--- src/sv/pts_pkg.sv ---
// Shared types and constants for the polynomial term store evaluator.
// Holds the item structs, command and status codes, and the Horner phase codes.
// No dependencies.
package pts_pkg;

   localparam int MAX_DEGREE = 63;
   localparam int DEPTH      = MAX_DEGREE + 1;
   localparam int ADDR_W     = (DEPTH > 1) ? $clog2(DEPTH) : 1;
   localparam int EXP_W      = 6;
   localparam int CMP_W      = (ADDR_W > EXP_W) ? ADDR_W : EXP_W;

   localparam logic [1:0] CMD_CLEAR = 2'd0;
   localparam logic [1:0] CMD_ADD   = 2'd1;
   localparam logic [1:0] CMD_EVAL  = 2'd2;

   localparam logic [1:0] STATUS_OK    = 2'd0;
   localparam logic [1:0] STATUS_RANGE = 2'd1;
   localparam logic [1:0] STATUS_SAT   = 2'd2;

   localparam logic [63:0] S64_MAX = {1'b0, {63{1'b1}}};
   localparam logic [63:0] S64_MIN = {1'b1, {63{1'b0}}};
   localparam logic [31:0] S32_MAX = {1'b0, {31{1'b1}}};
   localparam logic [31:0] S32_MIN = {1'b1, {31{1'b0}}};

   typedef struct packed {
      logic [1:0]         cmd;
      logic [EXP_W-1:0]   term_exponent;
      logic signed [31:0] term_coefficient;
      logic signed [15:0] point_x;
   } pts_req_type;

   typedef struct packed {
      logic signed [63:0] value;
      logic [1:0]         status;
   } pts_rsp_type;

   // one Horner step walks through these phases in order
   typedef enum logic [2:0] {
      PH_IDLE,
      PH_ABS,
      PH_MLO,
      PH_MHI,
      PH_RND,
      PH_ADD
   } pts_phase_type;

   typedef struct packed {
      logic          start;
      pts_phase_type phase;
   } pts_ctrl_type;

endpackage

--- src/sv/polynomial_term_store_evaluator.sv ---
// Polynomial term store evaluator: coefficient store plus Horner sequencer.
// Request item carries cmd, term_exponent, term_coefficient and point_x;
// response item carries value and status, exactly one per request.
// Channels use valid/stall; an item moves when valid is high and stall low.
// Clear zeroes the whole store at once; add-term reads, adds with
// 32-bit saturation and writes back; evaluate runs Horner's rule over all
// MAX_DEGREE+1 entries with a shared 32x16 multiplier.
// Each Horner step runs five phases (abs, two multiplier passes, round,
// add) on one unit. One item is worked at a time; req_stall is high from
// accept until the result is moved into the response register.
// A response waiting under rsp_stall holds; the next request is still taken,
// and its result waits in the sequencer until the response register frees.
// Reset (synchronous) empties the store and drops any pending response.
// Depends on pts_pkg, pts_store and pts_horner.
module polynomial_term_store_evaluator import pts_pkg::*; (
   input  logic        clock,
   input  logic        reset,
   input  logic        req_valid,
   output logic        req_stall,
   input  pts_req_type req_data,
   output logic        rsp_valid,
   input  logic        rsp_stall,
   output pts_rsp_type rsp_data
);

   typedef enum logic [1:0] {
      ST_IDLE,
      ST_ADD,
      ST_EVAL,
      ST_DONE
   } state_type;

   state_type          state_ff, state_in;
   pts_phase_type      phase_ff, phase_in;
   logic [ADDR_W-1:0]  cnt_ff, cnt_in;
   logic [ADDR_W-1:0]  addr_ff, addr_in;
   logic signed [31:0] coef_ff, coef_in;
   logic signed [63:0] res_value_ff, res_value_in;
   logic [1:0]         res_status_ff, res_status_in;
   logic               res_eval_ff, res_eval_in;
   logic               rsp_valid_ff, rsp_valid_in;
   pts_rsp_type        rsp_data_ff, rsp_data_in;

   logic               accept;
   logic [CMP_W-1:0]   expo_wide;
   logic               in_range;
   logic               clear;
   logic               wr_en;
   logic [31:0]        wr_data;
   logic               rd_en;
   logic [ADDR_W-1:0]  rd_addr;
   logic [31:0]        rd_data;
   logic [32:0]        add_sum;
   logic               add_sat;
   pts_ctrl_type       ctrl;
   logic signed [63:0] acc;
   logic               sat;

   assign req_stall = (state_ff != ST_IDLE);
   assign accept    = req_valid && !req_stall;
   assign expo_wide = CMP_W'(req_data.term_exponent);
   assign in_range  = (expo_wide <= CMP_W'(MAX_DEGREE));

   // add-term: 33-bit sum, clamped back to 32 bits
   assign add_sum = {rd_data[31], rd_data} + {coef_ff[31], coef_ff};
   assign add_sat = (add_sum[32] != add_sum[31]);
   assign wr_data = add_sat ? (add_sum[32] ? S32_MIN : S32_MAX) : add_sum[31:0];

   assign ctrl = '{start: accept && (req_data.cmd == CMD_EVAL),
                   phase: (state_ff == ST_EVAL) ? phase_ff : PH_IDLE};

   pts_store u_store (
      .clock   (clock),
      .reset   (reset),
      .clear   (clear),
      .wr_en   (wr_en),
      .wr_addr (addr_ff),
      .wr_data (wr_data),
      .rd_en   (rd_en),
      .rd_addr (rd_addr),
      .rd_data (rd_data)
   );

   pts_horner u_horner (
      .clock   (clock),
      .ctrl    (ctrl),
      .point_x (req_data.point_x),
      .coef    (rd_data),
      .acc     (acc),
      .sat     (sat)
   );

   always_comb begin
      state_in      = state_ff;
      phase_in      = phase_ff;
      cnt_in        = cnt_ff;
      addr_in       = addr_ff;
      coef_in       = coef_ff;
      res_value_in  = res_value_ff;
      res_status_in = res_status_ff;
      res_eval_in   = res_eval_ff;
      rsp_valid_in  = rsp_valid_ff && rsp_stall;
      rsp_data_in   = rsp_data_ff;
      clear         = 1'b0;
      wr_en         = 1'b0;
      rd_en         = 1'b0;
      rd_addr       = cnt_ff;

      unique case (state_ff)
         ST_IDLE: begin
            if (accept) begin
               coef_in       = req_data.term_coefficient;
               addr_in       = expo_wide[ADDR_W-1:0];
               res_value_in  = '0;
               res_status_in = STATUS_OK;
               res_eval_in   = 1'b0;
               unique case (req_data.cmd)
                  CMD_CLEAR: begin
                     clear    = 1'b1;
                     state_in = ST_DONE;
                  end
                  CMD_ADD: begin
                     if (in_range) begin
                        rd_en    = 1'b1;
                        rd_addr  = expo_wide[ADDR_W-1:0];
                        state_in = ST_ADD;
                     end else begin
                        res_status_in = STATUS_RANGE;
                        state_in      = ST_DONE;
                     end
                  end
                  CMD_EVAL: begin
                     cnt_in      = ADDR_W'(MAX_DEGREE);
                     phase_in    = PH_ABS;
                     res_eval_in = 1'b1;
                     state_in    = ST_EVAL;
                  end
                  default: begin
                     state_in = ST_DONE;
                  end
               endcase
            end
         end
         ST_ADD: begin
            wr_en         = 1'b1;
            res_value_in  = {{32{wr_data[31]}}, wr_data};
            res_status_in = add_sat ? STATUS_SAT : STATUS_OK;
            state_in      = ST_DONE;
         end
         ST_EVAL: begin
            unique case (phase_ff)
               PH_ABS: begin
                  // coefficient is fetched now, used in the add phase
                  rd_en    = 1'b1;
                  rd_addr  = cnt_ff;
                  phase_in = PH_MLO;
               end
               PH_MLO: phase_in = PH_MHI;
               PH_MHI: phase_in = PH_RND;
               PH_RND: phase_in = PH_ADD;
               PH_ADD: begin
                  if (cnt_ff == '0) begin
                     phase_in = PH_IDLE;
                     state_in = ST_DONE;
                  end else begin
                     cnt_in   = cnt_ff - 1'b1;
                     phase_in = PH_ABS;
                  end
               end
               default: phase_in = PH_IDLE;
            endcase
         end
         ST_DONE: begin
            if (!rsp_valid_ff || !rsp_stall) begin
               rsp_valid_in = 1'b1;
               if (res_eval_ff) begin
                  rsp_data_in.value  = acc;
                  rsp_data_in.status = sat ? STATUS_SAT : STATUS_OK;
               end else begin
                  rsp_data_in.value  = res_value_ff;
                  rsp_data_in.status = res_status_ff;
               end
               state_in = ST_IDLE;
            end
         end
         default: state_in = ST_IDLE;
      endcase
   end

   always_ff @(posedge clock) begin
      if (reset) begin
         state_ff     <= ST_IDLE;
         phase_ff     <= PH_IDLE;
         rsp_valid_ff <= 1'b0;
      end else begin
         state_ff     <= state_in;
         phase_ff     <= phase_in;
         rsp_valid_ff <= rsp_valid_in;
      end
      cnt_ff        <= cnt_in;
      addr_ff       <= addr_in;
      coef_ff       <= coef_in;
      res_value_ff  <= res_value_in;
      res_status_ff <= res_status_in;
      res_eval_ff   <= res_eval_in;
      rsp_data_ff   <= rsp_data_in;
   end

   assign rsp_valid = rsp_valid_ff;
   assign rsp_data  = rsp_data_ff;

endmodule

--- src/sv/pts_store.sv ---
// Dense coefficient store, one 32-bit entry per exponent, registered read.
// Per-entry valid bits make reset and clear take effect at once.
// Depends on pts_pkg.
module pts_store import pts_pkg::*; (
   input  logic               clock,
   input  logic               reset,
   input  logic               clear,
   input  logic               wr_en,
   input  logic [ADDR_W-1:0]  wr_addr,
   input  logic [31:0]        wr_data,
   input  logic               rd_en,
   input  logic [ADDR_W-1:0]  rd_addr,
   output logic [31:0]        rd_data
);

   logic [31:0]      mem [DEPTH];
   logic [DEPTH-1:0] vld_ff;
   logic [31:0]      rd_mem_ff;
   logic             rd_vld_ff;

   always_ff @(posedge clock) begin
      if (wr_en) begin
         mem[wr_addr] <= wr_data;
      end
      if (rd_en) begin
         rd_mem_ff <= mem[rd_addr];
         rd_vld_ff <= vld_ff[rd_addr];
      end
   end

   always_ff @(posedge clock) begin
      if (reset || clear) begin
         vld_ff <= '0;
      end else if (wr_en) begin
         vld_ff[wr_addr] <= 1'b1;
      end
   end

   // an entry never written since the last clear reads as zero
   assign rd_data = rd_vld_ff ? rd_mem_ff : 32'd0;

endmodule

--- src/sv/pts_horner.sv ---
// Horner step datapath: one shared 32x16 multiplier, rounding and saturation.
// Each step takes five phases under control of the top-level sequencer.
// Depends on pts_pkg.
module pts_horner import pts_pkg::*; (
   input  logic               clock,
   input  pts_ctrl_type       ctrl,
   input  logic signed [15:0] point_x,
   input  logic signed [31:0] coef,
   output logic signed [63:0] acc,
   output logic               sat
);

   logic [15:0]        mx_ff;
   logic               negx_ff;
   logic signed [63:0] acc_ff;
   logic               nega_ff;
   logic [63:0]        ma_ff;
   logic [47:0]        plo_ff;
   logic [47:0]        phi_ff;
   logic [63:0]        mc_ff;
   logic               negm_ff;
   logic               sat_ff;

   logic [31:0] mul_a;
   logic [47:0] prod;
   logic [63:0] mag;
   logic        neg;
   logic        over;
   logic [65:0] term;
   logic [65:0] addend;
   logic [65:0] sum;

   // shared multiplier: low half of |acc| first, then the high half
   assign mul_a = (ctrl.phase == PH_MHI) ? ma_ff[63:32] : ma_ff[31:0];
   assign prod  = 48'(mul_a) * 48'(mx_ff);

   // |acc*x| rounded from Q.24 to Q.16, ties away from zero
   assign mag  = {1'b0, phi_ff[38:0], 24'd0} + 64'((plo_ff + 48'd128) >> 8);
   assign over = |phi_ff[47:39];
   assign neg  = nega_ff ^ negx_ff;

   // coefficient in Q.16 plus the signed scaled value, negation via carry-in
   assign term   = {{18{coef[31]}}, coef, 16'd0};
   assign addend = negm_ff ? ~{2'b00, mc_ff} : {2'b00, mc_ff};
   assign sum    = term + addend + 66'(negm_ff);

   always_ff @(posedge clock) begin
      if (ctrl.start) begin
         mx_ff   <= point_x[15] ? 16'(-point_x) : point_x;
         negx_ff <= point_x[15];
         acc_ff  <= '0;
         sat_ff  <= 1'b0;
      end else begin
         unique case (ctrl.phase)
            PH_ABS: begin
               nega_ff <= acc_ff[63];
               ma_ff   <= acc_ff[63] ? 64'd0 - acc_ff : acc_ff;
            end
            PH_MLO: begin
               plo_ff <= prod;
            end
            PH_MHI: begin
               phi_ff <= prod;
            end
            PH_RND: begin
               negm_ff <= neg;
               if (over) begin
                  mc_ff  <= neg ? S64_MIN : S64_MAX;
                  sat_ff <= 1'b1;
               end else if (neg) begin
                  // magnitude 2^63 is exactly the most negative value
                  if (mag[63] && (|mag[62:0])) begin
                     mc_ff  <= S64_MIN;
                     sat_ff <= 1'b1;
                  end else begin
                     mc_ff <= mag;
                  end
               end else if (mag[63]) begin
                  mc_ff  <= S64_MAX;
                  sat_ff <= 1'b1;
               end else begin
                  mc_ff <= mag;
               end
            end
            PH_ADD: begin
               if (sum[65:63] == 3'b000 || sum[65:63] == 3'b111) begin
                  acc_ff <= sum[63:0];
               end else begin
                  acc_ff <= sum[65] ? S64_MIN : S64_MAX;
                  sat_ff <= 1'b1;
               end
            end
            default: begin
            end
         endcase
      end
   end

   assign acc = acc_ff;
   assign sat = sat_ff;

endmodule
--- config.mk ---
export PLATFORM = sky130hd
export DESIGN_NAME = polynomial_term_store_evaluator
export DESIGN_NICKNAME = d
export VERILOG_FILES = /design/src/sv/pts_pkg.sv /design/src/sv/polynomial_term_store_evaluator.sv /design/src/sv/pts_store.sv /design/src/sv/pts_horner.sv
export SDC_FILE = /design/constraint.sdc
export NUM_CORES = 2
export LEC_CHECK = 0
export ABC_CLOCK_PERIOD_IN_PS = 13450
export CORE_ASPECT_RATIO = 1.5
export CORE_MARGIN = 5
export CORE_UTILIZATION = 42
export DETAILED_ROUTE_END_ITERATION = 7
export DONT_BUFFER_PORTS = 1
export GPL_TIMING_DRIVEN = 0
export HOLD_SLACK_MARGIN = 0.1
export PLACE_DENSITY = 0.67
export SETUP_SLACK_MARGIN = 0.1
export SYNTH_ARGS = -nofsm -noshare
export SYNTH_HDL_FRONTEND = slang
export SYNTH_HIERARCHICAL = 1
export SYNTH_SLANG_ARGS = --single-unit
--- constraint.sdc ---
create_clock -name clock -period 13.45 [get_ports clock]
set_clock_uncertainty 0.15 [all_clocks]
set_input_delay 0.6725 -clock clock [delete_from_list [all_inputs] [get_ports clock]]
set_output_delay 0.6725 -clock clock [all_outputs]
set_load 0.02 [all_outputs]
* Yosys cells after proc, flatten, opt, wreduce, memory -nomap -nowiden *
Memories as Yosys holds them, arrays and structs flattened. A register that Yosys moved wholly into a read port is not among the register bits.
Index checks and enable logic that the tools add are counted.

storage, ports and cells
  output and inout port bits = 68
  bits in latches = 0
  memory bits (read-only) = 0
  memories kept = 1
  register bits after elaboration = 556
  bits in writable memories = 2048

operators by class
  shift operators = 0
  bitwise logic cells = 4
  multiplexer cells = 69
  reduce and logical (&&, ||, !) cells = 32
  order comparisons = 4
  divide/modulo/power cells = 0
  $mul = 1
  eq/ne operators = 26
  add/sub/neg operators = 8

memories
  memory       depth  width  rd ports  clocked after memory_dff  write ports  line             text
  u_store.mem  64     32     1         1                         1            pts_store.sv:16  logic [31:0] mem [DEPTH];

operators with widths
  cell                                                                   number
  64-bit two-way mux                                                     7
  66-bit two-way mux                                                     2
  32-bit two-way mux                                                     4
  64-bit one-hot mux with 2 select lines                                 1
  63-bit two-way mux                                                     2
  66-bit by 1-bit adder with 66-bit output                               1
  66-bit adder                                                           1
  64-bit NOT with 66-bit output                                          1
  63-bit by 56-bit adder with 64-bit output                              1
  64-bit OR                                                              1
  1-bit by 64-bit subtractor with 64-bit output (first input constant)   1
  63-bit OR reduction                                                    1
  48-bit by 8-bit adder with 49-bit output (second input constant)       1
  32-bit by 16-bit multiplier with 48-bit output                         1
  6-bit two-way mux                                                      8
  32-bit by 32-bit adder with 33-bit output                              1
  1-bit two-way mux                                                      23
  2-bit two-way mux                                                      8
  16-bit negator                                                         1
  3-bit equality test (second input constant)                            5
  15-bit two-way mux                                                     1
  3-bit one-hot mux with 5 select lines                                  1
  6-bit by 7-bit < comparator with 1-bit output (second input constant)  2
  2-bit AND reduction                                                    7
  33 further kinds                                                       62

* Longest topological paths before layout *
  depth in word-level cells = 8
  mapped depth = 34
  mapped depth without buffers = 32

* Hierarchy *
Netlist, hierarchy kept.

modules (own cells, without submodules)
  module                           sequential area each (um^2)  area each (um^2)  cells each  times used
  pts_store                        63771.2                      80946.4           3537        1
  pts_horner                       8388.0                       34483.1           3718        1
  polynomial_term_store_evaluator  4474.3                       8018.9            683         1

* Worst setup path after synthesis *
OpenSTA, ideal clock, no wires.

  path type = flip-flop to flip-flop
  start = register state_ff[0]
  end = register u_horner.sat_ff (netlist: u_horner/sat)
  arrival time = 9.323 ns
  data required time = 13.205 ns
  cell stages (with the launch flop) = 9
  path slack = 3.881 ns
  clock period less this slack = 9.569 ns
  cell sequence = dfxtp_1 inv_1 ha_1 nand2_1 nor3_1 clkbuf_1 nor4b_1 o311ai_0 nand3_1

RTL lines
  what                    line                                    text
  start, declared         polynomial_term_store_evaluator.sv:33   state_type state_ff, state_in;
  start signal, assigned  polynomial_term_store_evaluator.sv:196  state_ff <= state_in;
  end signal, assigned    pts_horner.sv:52                        sat_ff <= 1'b0;
  end signal, assigned    pts_horner.sv:69                        sat_ff <= 1'b1;
  end signal, assigned    pts_horner.sv:74                        sat_ff <= 1'b1;
  end, declared           pts_horner.sv:22                        logic sat_ff;

==> results.tsv <==
stage	metric	value	unit
finish	Multi-input gate area	43900	um^2
clock_tree	CTS tree	done	
timing	max-slew violation count	4	
setup_path	CP Launch Type	flip-flop	
setup_path	worst setup path endpoint	u_horner/plo_ff[46]$_DFFE_PP_	
die	DIE WIDTH	453	um
min_path	HP Start	req_data[15]	
timing	relative slew slack	-0.132	
finish	Fillers	24700	
power_and_ir_drop	Clk pwr share	0.221	
global_routing	global route overflow	0	
clock_tree	clk sinks	2597	
die	Initial Util	0.422	
clock_tree	CTS-repair resized insts	0	
routing	Post-Route WL	400	mm
synth	Post-synth EDFFs	2462	
die	row cnt	243	
clock_tree	Root Driver	clkbuf_16	
synth	share of the synthesized area in the top cell type	0.599	
synth	ys flop type	edfxtp_1	
power_and_ir_drop	sequential share of power	0.366	
routing	drt drc	0	
die	core box area	292000	um^2
synth	Mapped Cells	7938	
finish	Final nets	9131	
global_routing	initial antenna violation count	30	
synth	largest family of logic cells by synthesized area	multiplexers	
power_and_ir_drop	Switch Pwr	11800	uW
status	violated checks	capacitance limit, slew limit	
finish	register area	76600	um^2
timing	worst-margin pin slew	1.69	ns
power_and_ir_drop	Combinational Power Share	0.413	
timing	endpoints failing hold	0	
setup_path	crit path launch	state_ff[1]$_SDFFE_PP0P_	
setup_path	crit path kind	reg2reg	
setup_path	R2R cell count	29	
finish	Final Util	0.482	
clock_tree	CTS H-tree depth	4	
synth	xor/xnor cell area share of the yosys netlist	0.0245	
routing	Antenna Nets Post-Route	0	
global_routing	gr usage total	0.258	
power_and_ir_drop	Int Power	19100	uW
synth	Net Count, Synth	8647	
setup_path	crit-path max FO	10	
placed_design	DP HPWL	299	mm
synth	post-synthesis sequential area ratio	0.621	
power_and_ir_drop	worst ir drop on vdd	409	uV
setup_path	FF-to-FF Start	state_ff[1]$_SDFFE_PP0P_	
synth	Synth Warn #	6	
setup_path	WP data required	13.99	ns
timing	minimum clock period	11.71	ns
routing	Via density	5.94	
synth	multiplexer share of the synthesized area	0.109	
setup_path	Worst setup EP type	flip-flop	
synth	synthesis-stage register bit count	2597	
synth	Area contributors post-synth	edfxtp_1 60%, mux4_2 9.7%, fa_1 6.8%	
clock_tree	CTS buffer count	246	
clock_tree	CTS max path bufs	4	
routing	Avg WL per Cell	31.8	um
global_routing	vias in the first global route	76200	
setup_path	R2R Path End	u_horner/plo_ff[46]$_DFFE_PP_	
synth	cell taking the most area after synthesis	edfxtp_1	
die	die area	305000	um^2
min_path	hold crit path type	in2reg	
placed_design	Placer Congestion	1.01	
global_routing	Global Route met3 Usage	0.0437	
timing	unrepaired setup endpoints after global routing	false	
synth	Synth Area in Compound Gates	0.0597	
die	Die H	674	um
synth	Post-synth top cells	2,462 x edfxtp_1, 551 x nand2_1, 532 x mux4_2	
synth	Distinct cells, synth	100	
placed_design	Port Buffer Count	0	
synth	most common cell in the netlist	edfxtp_1	
routing	DR pass1 iterations	6	
synth	Syn Area/Cell	15.6	um^2
routing	DRT iter0 DRCs	8365	
global_routing	busiest grt layer	met2	
job	max-cap violation count	3	
clock_tree	Worst-Skew Late Latency	0.96	ns
clock_tree	clock transition at the registers of the reported paths	0.07	ns
finish	area grow syn2layout	14.2	%
global_routing	pin count of the biggest net entering global routing	65	
setup_path	highest-delay cell along the critical path	o41ai_1	
die	Top Ports	128	
timing	# setup viols final	0	
power_and_ir_drop	LEAKAGE	0.0488	uW
setup_path	cell mode on critical path	fa_1	
timing	final hold slack	0.183	ns
global_routing	met2 Use GR	0.447	
synth	Async SR Flop Fraction	0	
timing	Max Clk Rate	0.0854	GHz
routing	vias post-DR	74700	
synth	mapped cell area	123000	um^2
power_and_ir_drop	Pwr Density	219	nW/um^2
setup_path	CP arrival	12.26	ns
power_and_ir_drop	Sw Share	0.383	
setup_path	CP peak stage delay	0.88	ns
finish	layout cells sized above 1	0.165	
synth	synthesized-area fraction occupied by and/or/nand/nor cells	0.0633	
status	status	finished with violations	
synth	Synth Area in Adders	0.0913	
global_routing	met1 usage	0.284	
timing	Final period util	0.871	
global_routing	first-pass GRT wire length	560	mm
setup_path	Reg2Reg Setup Slack	1.74	ns
power groups by stage:
stage                     combinational (uW)  sequential, uW  clock (uW)
after global placement                 11500           12000           0
after detailed placement               12400           11500           0
after CTS                              12600           11300        6920
after global routing                   13600           11300        7250
after floorplan                         7170           11500           0
final                                  12800           11300        6840
flip-flops by register name, summed over array words and instances, names as in the netlist, 2 cells and up:
signal             cells
u_horner/mc_ff        64
res_status_ff          2
state_ff               2
res_value_ff          32
phase_ff               3
u_horner/ma_ff        64
coef_ff               32
u_store/vld_ff        64
cnt_ff                 6
addr_ff                6
rsp_data              66
u_store/rd_mem_ff     32
u_horner/acc          64
u_store/mem         2048
u_horner/plo_ff       41
u_horner/phi_ff       48
u_horner/mx_ff        16
worst min path at each step:
stage	endpoint	slack, ns	depth (start not counted)
after floorplan	u_horner/nega_ff$_DFFE_PP_	0.28	0
after global placement	u_store/vld_ff[28]$_SDFFE_PP0P_	0.29	1
after detailed placement	u_store/vld_ff[15]$_SDFFE_PP0P_	0.30	1
after CTS	u_horner/mx_ff[1]$_DFFE_PP_	0.11	2
after global routing	state_ff[0]$_SDFFE_PP0P_	0.16	4
final	u_horner/mx_ff[1]$_DFFE_PP_	0.18	2
critical path: cells and delay by family, from the launching register on:
kind            cells  cell delay (ns)
fa+ha+maj           8             3.71
compound gates      6             2.81
buf+inv             7             2.05
simple gates        6             1.42
mux                 1             0.55
flops               1             0.39
xor+xnor            1             0.32
through the flow:
step | cells | worst slack (ns) | TNS [ns] | instance area, um^2 | power (uW)
global route | 12600 | 1.12 | 0 | 141000 | 32100
floorplan | 7938 | 3.88 | 0 | 123000 | 18700
global placement | 11900 | -2.17 | -2.17 | 128000 | 23500
detailed placement | 12000 | 1.91 | 0 | 132000 | 23900
finish | 12600 | 1.74 | 0 | 141000 | 30900
CTS | 12500 | 1.78 | 0 | 141000 | 30800
per-layer routing:
metal	wire, um	share of wire
met5	23	0.000058
met4	37600	0.094
met3	30000	0.075
met2	201000	0.50
met1	131000	0.33
final cells by class:
type / count / share of cell area
multi-input combinational: 4399 / 0.311
clock inverter: 138 / 0.00890
inverter: 526 / 0.0140
clock buffer: 311 / 0.0465
tap: 3920 / 0.0348
timing repair buffer: 236 / 0.0273
buffer: 416 / 0.0133
sequential: 2597 / 0.543
antenna: 28 / 0.000497
cells in the final DEF, fill, tap and decap left out, drive strengths merged, types with 100 or more instances in the layout:
master  Yosys  routed
nand2     551     551
xor2      128     128
xnor2     216     216
clkinv      0     100
mux4      532     532
nor2      286     286
ha        229     229
o21ai     264     264
edfxtp   2462    2462
buf       140     309
clkbuf    276     587
and2      270     270
fa        420     420
nor3      133     133
inv       526     535
dfxtp     135     135
o22ai     144     144
a21oi     268     268
kinds of logic (layout without fill, tap and decap cells):
group	after synthesis	count (layout)
buffers and inverters	942	1627
other	1	29
AO/OA/AOI/OAI	1141	1141
multiplexers	672	672
XOR/XNOR	344	344
AND/OR/NAND/NOR	1592	1592
flip-flops	2597	2597
adder cells (fa/ha/maj)	649	649
what timing repair did:
item	CTS	global route
hold buffers	67	0
setup buffers	0	0
endpoints found under the hold margin	90	0
Note: power is estimated with default switching activity, not from simulation.
